$ cat src/rtl/core/srlm_pkg.sv
// Shared types and constants for the stereo RMS level meter.
package srlm_pkg;

	localparam int SAMPLE_W   = 16;
	localparam int SUM_W      = 40;
	localparam int LEVEL_W    = 16;
	localparam int TENTHS_W   = 11;
	localparam int OP_W       = 19;
	localparam int PROD_W     = 2 * OP_W;
	localparam int ROOT_W     = SUM_W / 2;
	localparam int REM_W      = ROOT_W + 4;
	localparam int SQRT_STEPS = ROOT_W;
	localparam int ITER_W     = $clog2(SQRT_STEPS);

	localparam int DEF_PAIRS_PER_BLOCK = 256;

	// 0.93 and 0.07 over 65536
	localparam logic [OP_W-1:0] COEF_KEEP  = OP_W'(60948);
	localparam logic [OP_W-1:0] COEF_NEW   = OP_W'(4588);
	// level * 195000 / (17 * 65536): multiply, drop 16 bits, then divide by 17
	// through ceil(2^22 / 17), exact for dividends below 2^20
	localparam logic [OP_W-1:0] MAP_NUM    = OP_W'(195000);
	localparam logic [OP_W-1:0] RECIP_17   = OP_W'(246724);
	localparam int              MAP_HI     = 16;
	localparam int              RECIP_SH   = 22;
	localparam int              MAP_Q_W    = 14;
	localparam logic [TENTHS_W-1:0] TENTHS_LOW  = TENTHS_W'(50);
	localparam logic [TENTHS_W-1:0] TENTHS_HIGH = TENTHS_W'(2000);
	localparam logic [MAP_Q_W-1:0]  MAP_Q_MAX   = MAP_Q_W'(1950);

	typedef enum logic [2:0] {
		MUL_LEFT,
		MUL_RIGHT,
		MUL_KEEP,
		MUL_NEW,
		MUL_MAP,
		MUL_RECIP
	} mul_sel_t;

	typedef enum logic [3:0] {
		ST_IDLE,
		ST_SQ_L,
		ST_SQ_R,
		ST_ACC,
		ST_SHIFT,
		ST_SQRT,
		ST_MIX1,
		ST_MIX2,
		ST_MIX3,
		ST_MAP1,
		ST_MAP2,
		ST_MAP3
	} state_t;

	typedef struct packed {
		logic     load_in;
		logic     mul_en;
		mul_sel_t mul_sel;
		logic     acc_add;
		logic     count_inc;
		logic     block_start;
		logic     sqrt_step;
		logic     mix_hold;
		logic     smooth_load;
		logic     out_load;
	} cmd_t;

	typedef struct packed {
		logic close;
		logic out_free;
	} status_t;

endpackage

$ cat src/rtl/core/srlm_ctrl.sv
// Sequencer for the level meter: accumulation steps and the block-close sequence.
module srlm_ctrl (
	input  logic             clk,
	input  logic             arst_n,
	input  logic             in_valid,
	output logic             in_stall,
	input  srlm_pkg::status_t status,
	output srlm_pkg::cmd_t    cmd
);
	import srlm_pkg::*;

	state_t              state_q;
	state_t              state_d;
	logic [ITER_W-1:0]   iter_q;
	logic [ITER_W-1:0]   iter_d;

	always_ff @(posedge clk or negedge arst_n) begin
		if (!arst_n) begin
			state_q <= ST_IDLE;
			iter_q  <= '0;
		end else begin
			state_q <= state_d;
			iter_q  <= iter_d;
		end
	end

	always_comb begin
		state_d  = state_q;
		iter_d   = iter_q;
		cmd      = '0;
		cmd.mul_sel = MUL_LEFT;
		in_stall = 1'b1;
		unique case (state_q)
			ST_IDLE: begin
				in_stall = 1'b0;
				if (in_valid) begin
					cmd.load_in = 1'b1;
					state_d     = ST_SQ_L;
				end
			end
			ST_SQ_L: begin
				cmd.mul_en  = 1'b1;
				cmd.mul_sel = MUL_LEFT;
				state_d     = ST_SQ_R;
			end
			ST_SQ_R: begin
				cmd.mul_en  = 1'b1;
				cmd.mul_sel = MUL_RIGHT;
				cmd.acc_add = 1'b1;
				state_d     = ST_ACC;
			end
			ST_ACC: begin
				cmd.acc_add = 1'b1;
				if (status.close) begin
					state_d = ST_SHIFT;
				end else begin
					cmd.count_inc = 1'b1;
					state_d       = ST_IDLE;
				end
			end
			ST_SHIFT: begin
				cmd.block_start = 1'b1;
				iter_d          = '0;
				state_d         = ST_SQRT;
			end
			ST_SQRT: begin
				cmd.sqrt_step = 1'b1;
				iter_d        = iter_q + 1'b1;
				if (iter_q == ITER_W'(SQRT_STEPS - 1)) begin
					state_d = ST_MIX1;
				end
			end
			ST_MIX1: begin
				cmd.mul_en  = 1'b1;
				cmd.mul_sel = MUL_KEEP;
				state_d     = ST_MIX2;
			end
			ST_MIX2: begin
				cmd.mul_en   = 1'b1;
				cmd.mul_sel  = MUL_NEW;
				cmd.mix_hold = 1'b1;
				state_d      = ST_MIX3;
			end
			ST_MIX3: begin
				cmd.smooth_load = 1'b1;
				state_d         = ST_MAP1;
			end
			ST_MAP1: begin
				cmd.mul_en  = 1'b1;
				cmd.mul_sel = MUL_MAP;
				state_d     = ST_MAP2;
			end
			ST_MAP2: begin
				cmd.mul_en  = 1'b1;
				cmd.mul_sel = MUL_RECIP;
				state_d     = ST_MAP3;
			end
			ST_MAP3: begin
				if (status.out_free) begin
					cmd.out_load = 1'b1;
					state_d      = ST_IDLE;
				end
			end
			default: begin
				state_d = ST_IDLE;
			end
		endcase
	end

endmodule

$ cat src/rtl/core/srlm_dp.sv
// Datapath of the level meter: shared multiplier, sum, root, smoother, output register.
module srlm_dp #(
	parameter int PAIRS_PER_BLOCK = srlm_pkg::DEF_PAIRS_PER_BLOCK
) (
	input  logic                                   clk,
	input  logic                                   arst_n,
	input  logic signed [srlm_pkg::SAMPLE_W-1:0]   left_sample,
	input  logic signed [srlm_pkg::SAMPLE_W-1:0]   right_sample,
	input  logic                                   block_end,
	output logic [srlm_pkg::LEVEL_W-1:0]           smoothed_level,
	output logic [srlm_pkg::TENTHS_W-1:0]          scaled_level_tenths,
	output logic                                   out_valid,
	input  logic                                   out_stall,
	input  srlm_pkg::cmd_t                         cmd,
	output srlm_pkg::status_t                      status
);
	import srlm_pkg::*;

	localparam int CNT_W = (PAIRS_PER_BLOCK > 1) ? $clog2(PAIRS_PER_BLOCK) : 1;
	localparam int N_W   = $clog2(PAIRS_PER_BLOCK + 1);
	localparam int SH_W  = $clog2(N_W + 1);

	logic signed [SAMPLE_W-1:0] left_q;
	logic signed [SAMPLE_W-1:0] right_q;
	logic                       block_end_q;
	logic signed [OP_W-1:0]     op_a;
	logic signed [OP_W-1:0]     op_b;
	logic signed [PROD_W-1:0]   prod;
	logic signed [PROD_W-1:0]   p_q;
	logic [SUM_W-1:0]           acc_q;
	logic [SUM_W:0]             acc_sum;
	logic [CNT_W-1:0]           count_q;
	logic [N_W-1:0]             n_pairs;
	logic [SH_W-1:0]            shift;
	logic [SUM_W-1:0]           rad_q;
	logic [REM_W-1:0]           rem_q;
	logic [REM_W-1:0]           rem_sh;
	logic [REM_W-1:0]           trial;
	logic [ROOT_W-1:0]          root_q;
	logic [LEVEL_W-1:0]         rms;
	logic [31:0]                mix_q;
	logic [31:0]                mix_sum;
	logic [LEVEL_W-1:0]         sm_q;
	logic [MAP_Q_W-1:0]         map_q;
	logic [TENTHS_W-1:0]        tenths;
	logic                       out_valid_q;
	logic [LEVEL_W-1:0]         out_level_q;
	logic [TENTHS_W-1:0]        out_tenths_q;

	// pairs in the open block, this one included
	assign n_pairs = N_W'(count_q) + N_W'(1);
	assign status.close = block_end_q || (n_pairs == N_W'(PAIRS_PER_BLOCK));
	assign status.out_free = !out_valid_q || !out_stall;

	// shift = floor(log2(n)) + 1
	always_comb begin
		shift = '0;
		for (int i = 0; i < N_W; i++) begin
			if (n_pairs[i]) begin
				shift = SH_W'(i + 1);
			end
		end
	end

	assign rms = (root_q[ROOT_W-1:LEVEL_W] != '0) ? '1 : root_q[LEVEL_W-1:0];

	always_comb begin
		op_a = '0;
		op_b = '0;
		unique case (cmd.mul_sel)
			MUL_LEFT: begin
				op_a = OP_W'(left_q);
				op_b = OP_W'(left_q);
			end
			MUL_RIGHT: begin
				op_a = OP_W'(right_q);
				op_b = OP_W'(right_q);
			end
			MUL_KEEP: begin
				op_a = signed'({3'b0, sm_q});
				op_b = signed'(COEF_KEEP);
			end
			MUL_NEW: begin
				op_a = signed'({3'b0, rms});
				op_b = signed'(COEF_NEW);
			end
			MUL_MAP: begin
				op_a = signed'({3'b0, sm_q});
				op_b = signed'(MAP_NUM);
			end
			MUL_RECIP: begin
				op_a = signed'({1'b0, p_q[MAP_HI+OP_W-2:MAP_HI]});
				op_b = signed'(RECIP_17);
			end
			default: begin
				op_a = '0;
				op_b = '0;
			end
		endcase
	end

	assign prod    = op_a * op_b;
	assign acc_sum = {1'b0, acc_q} + {3'b0, p_q};
	assign mix_sum = mix_q + p_q[31:0];

	assign rem_sh = {rem_q[REM_W-3:0], rad_q[SUM_W-1:SUM_W-2]};
	assign trial  = {{(REM_W-ROOT_W-2){1'b0}}, root_q, 2'b01};

	assign map_q  = p_q[RECIP_SH+MAP_Q_W-1:RECIP_SH];
	assign tenths = (map_q > MAP_Q_MAX) ? TENTHS_HIGH : TENTHS_LOW + TENTHS_W'(map_q);

	always_ff @(posedge clk) begin
		if (cmd.load_in) begin
			left_q  <= left_sample;
			right_q <= right_sample;
		end
		if (cmd.mul_en) begin
			p_q <= prod;
		end
		if (cmd.mix_hold) begin
			mix_q <= p_q[31:0];
		end
		if (cmd.block_start) begin
			rad_q  <= acc_q >> shift;
			rem_q  <= '0;
			root_q <= '0;
		end else if (cmd.sqrt_step) begin
			rad_q <= {rad_q[SUM_W-3:0], 2'b00};
			if (rem_sh >= trial) begin
				rem_q  <= rem_sh - trial;
				root_q <= {root_q[ROOT_W-2:0], 1'b1};
			end else begin
				rem_q  <= rem_sh;
				root_q <= {root_q[ROOT_W-2:0], 1'b0};
			end
		end
		if (cmd.out_load) begin
			out_level_q  <= sm_q;
			out_tenths_q <= tenths;
		end
	end

	always_ff @(posedge clk or negedge arst_n) begin
		if (!arst_n) begin
			block_end_q <= 1'b0;
			acc_q       <= '0;
			count_q     <= '0;
			sm_q        <= '0;
			out_valid_q <= 1'b0;
		end else begin
			if (cmd.load_in) begin
				block_end_q <= block_end;
			end
			if (cmd.block_start) begin
				acc_q   <= '0;
				count_q <= '0;
			end else begin
				if (cmd.acc_add) begin
					// saturate at all ones
					acc_q <= acc_sum[SUM_W] ? '1 : acc_sum[SUM_W-1:0];
				end
				if (cmd.count_inc) begin
					count_q <= n_pairs[CNT_W-1:0];
				end
			end
			if (cmd.smooth_load) begin
				sm_q <= mix_sum[31:16];
			end
			if (cmd.out_load) begin
				out_valid_q <= 1'b1;
			end else if (!out_stall) begin
				out_valid_q <= 1'b0;
			end
		end
	end

	assign out_valid           = out_valid_q;
	assign smoothed_level      = out_level_q;
	assign scaled_level_tenths = out_tenths_q;

endmodule

$ cat src/rtl/core/stereo_rms_level_meter.sv
// Top level of the stereo RMS level meter: sequencer plus datapath.
//
//   channel  direction  handshake            fields
//   in       in         in_valid / in_stall  left_sample, right_sample, block_end
//   out      out        out_valid/out_stall  smoothed_level, scaled_level_tenths
//
// An item that does not close a block goes through capture, square left,
// square right and final add; one multiplier is shared by both squares.
// An item that closes a block goes through the same steps, a mean shift,
// 20 root iterations (two radicand bits per cycle), then smoother and level
// map on the same multiplier, plus any wait for the output register.
// Reset clears the running sum, pair count, smoothed level and output valid.
// A finished result waits in the output register while out_stall is high;
// the next item is accepted meanwhile, and a later result holds only if the
// register is still full when it is ready.
module stereo_rms_level_meter #(
	parameter int PAIRS_PER_BLOCK = srlm_pkg::DEF_PAIRS_PER_BLOCK
) (
	input  logic                                 clk,
	input  logic                                 arst_n,
	input  logic                                 in_valid,
	output logic                                 in_stall,
	input  logic signed [srlm_pkg::SAMPLE_W-1:0] left_sample,
	input  logic signed [srlm_pkg::SAMPLE_W-1:0] right_sample,
	input  logic                                 block_end,
	output logic                                 out_valid,
	input  logic                                 out_stall,
	output logic [srlm_pkg::LEVEL_W-1:0]         smoothed_level,
	output logic [srlm_pkg::TENTHS_W-1:0]        scaled_level_tenths
);
	import srlm_pkg::*;

	cmd_t    cmd;
	status_t status;

	// step through accumulation and the block-close sequence
	srlm_ctrl u_ctrl (
		.clk      (clk),
		.arst_n   (arst_n),
		.in_valid (in_valid),
		.in_stall (in_stall),
		.status   (status),
		.cmd      (cmd)
	);

	// hold the sum, root, smoother and output register
	srlm_dp #(
		.PAIRS_PER_BLOCK (PAIRS_PER_BLOCK)
	) u_dp (
		.clk                 (clk),
		.arst_n              (arst_n),
		.left_sample         (left_sample),
		.right_sample        (right_sample),
		.block_end           (block_end),
		.smoothed_level      (smoothed_level),
		.scaled_level_tenths (scaled_level_tenths),
		.out_valid           (out_valid),
		.out_stall           (out_stall),
		.cmd                 (cmd),
		.status              (status)
	);

endmodule

$ cat config.mk
export PLATFORM = sky130hd
export DESIGN_NAME = stereo_rms_level_meter
export DESIGN_NICKNAME = d
export VERILOG_FILES = /design/src/rtl/core/srlm_pkg.sv /design/src/rtl/core/srlm_ctrl.sv /design/src/rtl/core/srlm_dp.sv /design/src/rtl/core/stereo_rms_level_meter.sv
export SDC_FILE = /design/constraint.sdc
export NUM_CORES = 2
export LEC_CHECK = 0
export ABC_AREA = 1
export BUFFER_PORTS_ARGS = -buffer_cell sky130_fd_sc_hd__buf_4
export CORE_ASPECT_RATIO = 1.1
export CORE_MARGIN = 2
export CORE_UTILIZATION = 55
export DETAILED_ROUTE_END_ITERATION = 12
export GPL_TIMING_DRIVEN = 0
export PLACE_DENSITY = 0.7
export RECOVER_POWER = 100
export SLEW_MARGIN = 25
export SYNTH_ARGS = -nofsm -noshare
export SYNTH_HDL_FRONTEND = slang
export SYNTH_SLANG_ARGS = --single-unit
$ cat constraint.sdc
create_clock -name clk -period 11.6 [get_ports clk]
set_input_delay 0.58 -clock clk [delete_from_list [all_inputs] [get_ports clk]]
set_output_delay 0.58 -clock clk [all_outputs]
set_load 0.01 [all_outputs]
* Word-level counts from Yosys, hierarchy flattened
Index checks and enable logic that the tools add are counted.
** Word-level totals
- Output and inout bits :: 29
- Bits in latches :: 0
- Memory bits (writable) :: 0
- Input port bits :: 37
- Logic and storage cells :: 104
- Memories kept :: 0
- Flip-flop bits (word level) :: 286
- Memory bits (read-only) :: 0
** Cells by class
- Mux-type cells :: 42
- Div/mod/pow operators :: 0
- Bitwise gates (word level) :: 0
- Shifts and indexed selects :: 1
- Multipliers :: 1
- Eq/ne operators :: 22
- Order comparisons :: 2
- Reductions and logical operators :: 14
- $add $sub $neg :: 6
** Operators by type and width (count)
- 40-bit 2-to-1 mux :: 5
- 19-bit one-hot mux with 6 select lines :: 1
- 19-bit one-hot mux with 5 select lines :: 1
- 4-bit one-hot mux with 12 select lines :: 1
- 4-bit 2-to-1 mux :: 11
- 40-bit by 38-bit adder with 41-bit output :: 1
- 40-bit by 4-bit >> shifter with 40-bit output :: 1
- 19-bit by 19-bit multiplier with 38-bit output :: 1
- 32-bit adder :: 1
- 24-bit by 22-bit greater-or-equal comparator with 1-bit output :: 1
- 4-bit one-hot mux with 6 select lines :: 1
- 22-bit 2-to-1 mux :: 1
- 22-bit subtractor :: 1
- 4-bit by 3-bit equality test with 1-bit output (second input constant) :: 4
- 4-bit equality test (second input constant) :: 4
- 1-bit 2-to-1 mux :: 16
- 16-bit 2-to-1 mux :: 1
- 8-bit 2-to-1 mux :: 2
- 14-bit by 11-bit > comparator with 1-bit output (second input constant) :: 1
- 6-bit by 11-bit adder with 11-bit output (first input constant) :: 1
- 5-bit one-hot mux with 2 select lines :: 1
- 8-bit by 1-bit adder with 9-bit output (second input constant) :: 1
- 9-bit equality test (second input constant) :: 1
- 4-bit by 2-bit equality test with 1-bit output (second input constant) :: 2
- 17 further kinds :: 27

* Logic depth before layout (Yosys ltp)
- Depth in word-level cells :: 12
- Mapped depth :: 41
- Mapped depth without buffers :: 40

* Modules after synthesis
A second synthesis with hierarchy kept.
** Second synthesis, totals
- Cell total of the unflattened synthesis :: 4056
- Area, all modules :: 32055.7 um2
** Modules (own cells, without submodules)
- srlm_dp :: sequential area each 7567.3 um2, area each 31468.9 um2, cells each 3976, instances 1
- srlm_ctrl :: sequential area each 225.2 um2, area each 586.8 um2, cells each 80, instances 1

* Worst setup path before layout
OpenSTA, ideal clock, no wires.
- Kind :: flip-flop to flip-flop
- From :: register u_ctrl.state_q[2]
- To :: register u_dp.p_q[29], data pin
- Period minus slack after synthesis :: 7.503 ns
- Setup time :: 0.252 ns
- Arrival :: 7.251 ns
- Stages on the path, launching flop included :: 32
- Path buffers :: 2
- Required time :: 11.348 ns
- Setup slack :: 4.097 ns
- Cells stage by stage :: dfrtp_1 > inv_1 > nor2_1 > inv_1 > nor2_2 > buf_2 > o21ai_0 > nand2_1 > nor2_2 > inv_2 > buf_2 > nand2_1 > fa_1 > fa_1 > fa_1 > inv_1 > fa_1 > fa_1 > fa_1 > inv_1 > fa_1 > inv_1 > ha_1 > nand2_1 > nor2_1 > nand4_1 > o21ai_0 > a21oi_1 > o21ai_0 > nand2_1 > nand3_1 > nand2_1
** On the way
- Cells in the longest elaborated chain, start to end :: 6
- Elaborated cells between the ends (all ways) :: 17
- Classes of those cells :: mul: 1; eq/ne: 11; mux: 3; reduce/logical: 2
** Ends and longest elaborated chain
- start: declaration :: line srlm_ctrl.sv:12 : state_t state_q;
- start signal: assignment :: line srlm_ctrl.sv:22 : state_q <= state_d;
- 4-bit equality test (tied with other cells) :: line srlm_ctrl.sv:33 : unique case (state_q)
- 4-bit one-hot mux with 6 select lines * :: line srlm_ctrl.sv:33
- 3-bit by 2-bit equality test with 1-bit output or 3-bit equality test (tied branches) :: line srlm_dp.sv:70 : unique case (cmd.mul_sel)
- 2-bit OR reduction (no source line)
- 19-bit one-hot mux with 5 select lines :: line srlm_dp.sv:70
- 19-bit by 19-bit multiplier with 38-bit output * :: line srlm_dp.sv:102 : assign prod = op_a * op_b;
- via u_dp.prod[29] :: line srlm_dp.sv:28 : logic signed [PROD_W-1:0] prod;
- end signal: assignment :: line srlm_dp.sv:118 : p_q <= prod;
- end: declaration :: line srlm_dp.sv:29 : logic signed [PROD_W-1:0] p_q;
Mark *: on every way through the listed nets, which the timed path passes. The rest lies on a longest branch.
A chain may end at the register's enable or synchronous reset.

* Worst setup path after layout
- From :: register u_ctrl.state_q[1]
- To :: register u_dp.p_q[29], data pin
Same word-level chain as after synthesis.

==> flow_summary.json <==
{
  "synth-edff-count": 169,
  "gr-usage-all-layers": 0.348,
  "top_reg_cell_synth": "sky130_fd_sc_hd__edfxtp_1",
  "cap_viol_max_count": 5,
  "timing_worst_slew_pin_value_ns": 2.87,
  "yosys_register_bits": 286,
  "whs_path_depth": 1,
  "gpl.final_weighted_congestion": 1.04,
  "dieArea_sq_um": 60400,
  "rr_startpoint": "u_ctrl.state_q[1]$_DFFE_PN0P_",
  "max_freq_ghz": 0.0965,
  "slowest_stage": "sky130_fd_sc_hd__o21ai_0",
  "synth.top_cells.by_count": "818 x sky130_fd_sc_hd__nand2_1, 773 x sky130_fd_sc_hd__inv_1, 390 x sky130_fd_sc_hd__nand3_1",
  "fin_worst_skew_ns": 0.0123,
  "synth.yosys.warnings": 0,
  "number_of_global_route_vias_before_repair": 28100,
  "grt_max_degree": 48,
  "area.growth.synth_to_final_pct": 7.12,
  "finalWirelength_um": 104000,
  "via_density": 5.69,
  "worstPathArrival_ns": 10.69,
  "worst_hold_path.endpoint": "u_dp.right_q[9]$_DFFE_PP_",
  "hpwl_um": 85900,
  "effective_utilization_at_floorplan": 0.558,
  "post-place-cells": 4874,
  "drive_above_1_share": 0.0529,
  "num_rows": 92,
  "remaining_antenna_violation_count": 0,
  "drt_pass1_iterations": 6,
  "ctsRootBufferMaster": "sky130_fd_sc_hd__clkbuf_16",
  "worstSkewPairLatency_ns": 0.58,
  "setup.worst_path.end_class": "flip-flop",
  "synthDistinctLibCells": 62,
  "share_of_the_synthesized_area_in_the_top_cell_type": 0.231,
  "wire_length_of_the_first_global_routing_pass_um": 159000,
  "synth-async-reset-ratio": 0.262,
  "synth_seq_area_share": 0.243,
  "synth.largest_area_cell": "sky130_fd_sc_hd__fa_1",
  "fin_crit_ns": 10.36,
  "post-cts-setup-buffer-count": 0,
  "holdCritStartpoint": "right_sample[9]",
  "routed-via-count": 28100,
  "die_w_um": 234,
  "rr_worst_depth": 31,
  "hold_violations_final": 0,
  "n_fill_cell": 5434,
  "globalRouteOverflowTotal": 0,
  "final_cells": 4929,
  "path_max_fanout": 10,
  "htree_levels": 1,
  "clk_path_buf_depth": 3,
  "worst_slew_margin_rel": -0.916,
  "drtIter0Drc": 2524,
  "grt_setup_unrepaired": "false",
  "drcViolationCount": 0,
  "worst_setup_hold_path_clk_slew_ns": 0.07,
  "yosysMostFrequentCell": "sky130_fd_sc_hd__nand2_1",
  "syn-instance-count": 4050,
  "fin_crit_sh": 0.893,
  "failed_checks": "max-capacitance violations, max-slew violations",
  "die_y_um": 257,
  "final_critical_path_setup_slack_ns": 1.24,
  "crit_path_start_kind": "flip-flop",
  "dpl_worst_slack_ns": 2.18,
  "nNetsFinal": 4768,
  "r2r-end": "u_dp.p_q[29]$_DFFE_PN_",
  "antennaDiodeCount": 0,
  "crit_path_frequent_cell": "sky130_fd_sc_hd__fa_1",
  "critPathRequiredTime_ns": 11.94,
  "floorplan.io_pins": 66,
  "placeableCoreArea_sq_um": 57600,
  "timing.critical_path.slowest_cell_delay_ns": 1.22,
  "wl_per_cell_um": 21.0,
  "port_buffers": 65,
  "finalMaxSlewViolations": 148,
  "number_of_antenna_violations_at_the_first_check_in_global_routing": 2,
  "clock-sinks": 286,
  "synth.top_cells.by_area": "sky130_fd_sc_hd__fa_1 23%, sky130_fd_sc_hd__edfxtp_1 16%, sky130_fd_sc_hd__nand2_1 9.6%, sky130_fd_sc_hd__inv_1 9.0%, sky130_fd_sc_hd__ha_1 8.1%",
  "setup_viol": 0,
  "register_to_register_path_setup_slack_ns": 1.24,
  "fin_tns_setup_ns": 0,
  "tritoncts": "yes",
  "critPathKind": "flip-flop to flip-flop",
  "synthesis.area_per_instance_sq_um": 7.93,
  "hp-class": "input pin to flip-flop",
  "tritoncts.num_buffers": 29,
  "status": "complete, but fails checks",
  "synth.cell_area_sq_um": 32100
}
-- placed cells by master (no fill, tap or decap), drive strengths merged, types with 23 or more instances in the layout --
cell    Yosys  routed
inv       803     804
nor2      394     394
edfxtp    169     169
a31oi      23      23
xnor2      26      26
nand2     820     820
fa        370     370
a21oi     163     163
nand4      31      31
o22ai      29      29
o21ai     212     212
ha        207     207
clkbuf     37     154
xor2       52      52
nor3       34      34
buf        63      59
dfxtp      42      42
dfrtp      75      75
nand3     390     390
-- sequential cells by signal, summed over array words and instances, names as in the netlist --
name                      flops
u_dp.rem_q                   22
u_dp.acc_q                   40
u_ctrl.state_q                4
u_dp.p_q                     38
u_dp.right_q                 16
u_dp.out_valid                1
u_dp.count_q                  8
u_dp.smoothed_level          16
u_dp.left_q                  16
u_ctrl.iter_q                 5
u_dp.rad_q                   40
u_dp.root_q                  20
u_dp.block_end_q              1
u_dp.sm_q                    16
u_dp.mix_q                   32
u_dp.scaled_level_tenths     11
-- timing repair --
item,4_1_cts,5_1_grt
endpoints found under the hold margin,28,0
hold buffers,1,0
resized for setup,0,0
-- layout make-up --
| cell class | count | area, sq um | share of cell area |
|---|---|---|---|
| multi-input cells | 2862 | 20800 | 0.604 |
| flip-flops and latches | 286 | 7790 | 0.226 |
| inverters | 804 | 3020 | 0.0877 |
| well taps | 752 | 941 | 0.0273 |
| clock buffers | 43 | 871 | 0.0253 |
| plain buffers | 100 | 468 | 0.0136 |
| repair buffers | 71 | 404 | 0.0117 |
| clock inverters | 11 | 120 | 0.00349 |
-- worst max-delay path by stage --
stage	start	end	slack, ns
6_report	u_ctrl.state_q[1]$_DFFE_PN0P_	u_dp.p_q[29]$_DFFE_PN_	1.24
5_1_grt	u_ctrl.state_q[2]$_DFFE_PN0P_	u_dp.p_q[29]$_DFFE_PN_	0.87
4_1_cts	u_ctrl.state_q[2]$_DFFE_PN0P_	u_dp.p_q[29]$_DFFE_PN_	2.12
3_5_place_dp	u_ctrl.state_q[2]$_DFFE_PN0P_	u_dp.p_q[29]$_DFFE_PN_	2.18
3_3_place_gp	u_ctrl.state_q[2]$_DFFE_PN0P_	u_dp.p_q[29]$_DFFE_PN_	2.29
2_1_floorplan	u_ctrl.state_q[2]$_DFFE_PN0P_	u_dp.p_q[29]$_DFFE_PN_	4.10
-- worst max-delay path, delay by kind of cell (launching register included) --
| family | cells | cell delay [ns] |
|---|---|---|
| AO/OA/AOI/OAI | 4 | 2.40 |
| flip-flops | 1 | 0.45 |
| adder cells (fa/ha/maj) | 8 | 3.82 |
| AND/OR/NAND/NOR | 11 | 2.08 |
| buffers and inverters | 8 | 1.33 |
-- stage by stage --
stage	area, sq um	hold slack (ns)	utilization
2_1_floorplan	32100	0.284	-
3_3_place_gp	33600	0.469	0.583
3_5_place_dp	33700	0.473	0.586
4_1_cts	34700	0.157	0.603
5_1_grt	34400	0.175	0.598
6_report	34400	0.193	0.598
-- cells by family (layout without fill, tap and decap cells) --
family                   count (synthesis)  in the layout  share of synthesized area
XOR/XNOR                                78             78                     0.0213
adder cells (fa/ha/maj)                577            577                      0.311
AO/OA/AOI/OAI                          501            501                     0.0882
AND/OR/NAND/NOR                       1702           1702                      0.227
other                                    1              3                   0.000117
multiplexers                             1              1                   0.000351
flip-flops                             286            286                      0.243
buffers and inverters                  904           1029                      0.109
-- per-layer routing --
layer | global-route usage | part of all wire | vias up
met5 | 0 | 0 | -
met4 | 0.189 | 0.069 | 0
met3 | 0.0392 | 0.068 | 321
met2 | 0.576 | 0.47 | 1179
met1 | 0.445 | 0.39 | 13500
li1 | - | - | 13000
Power is not shown: default switching activity piles up to over one toggle a cycle in this logic, so the estimate is an artifact.
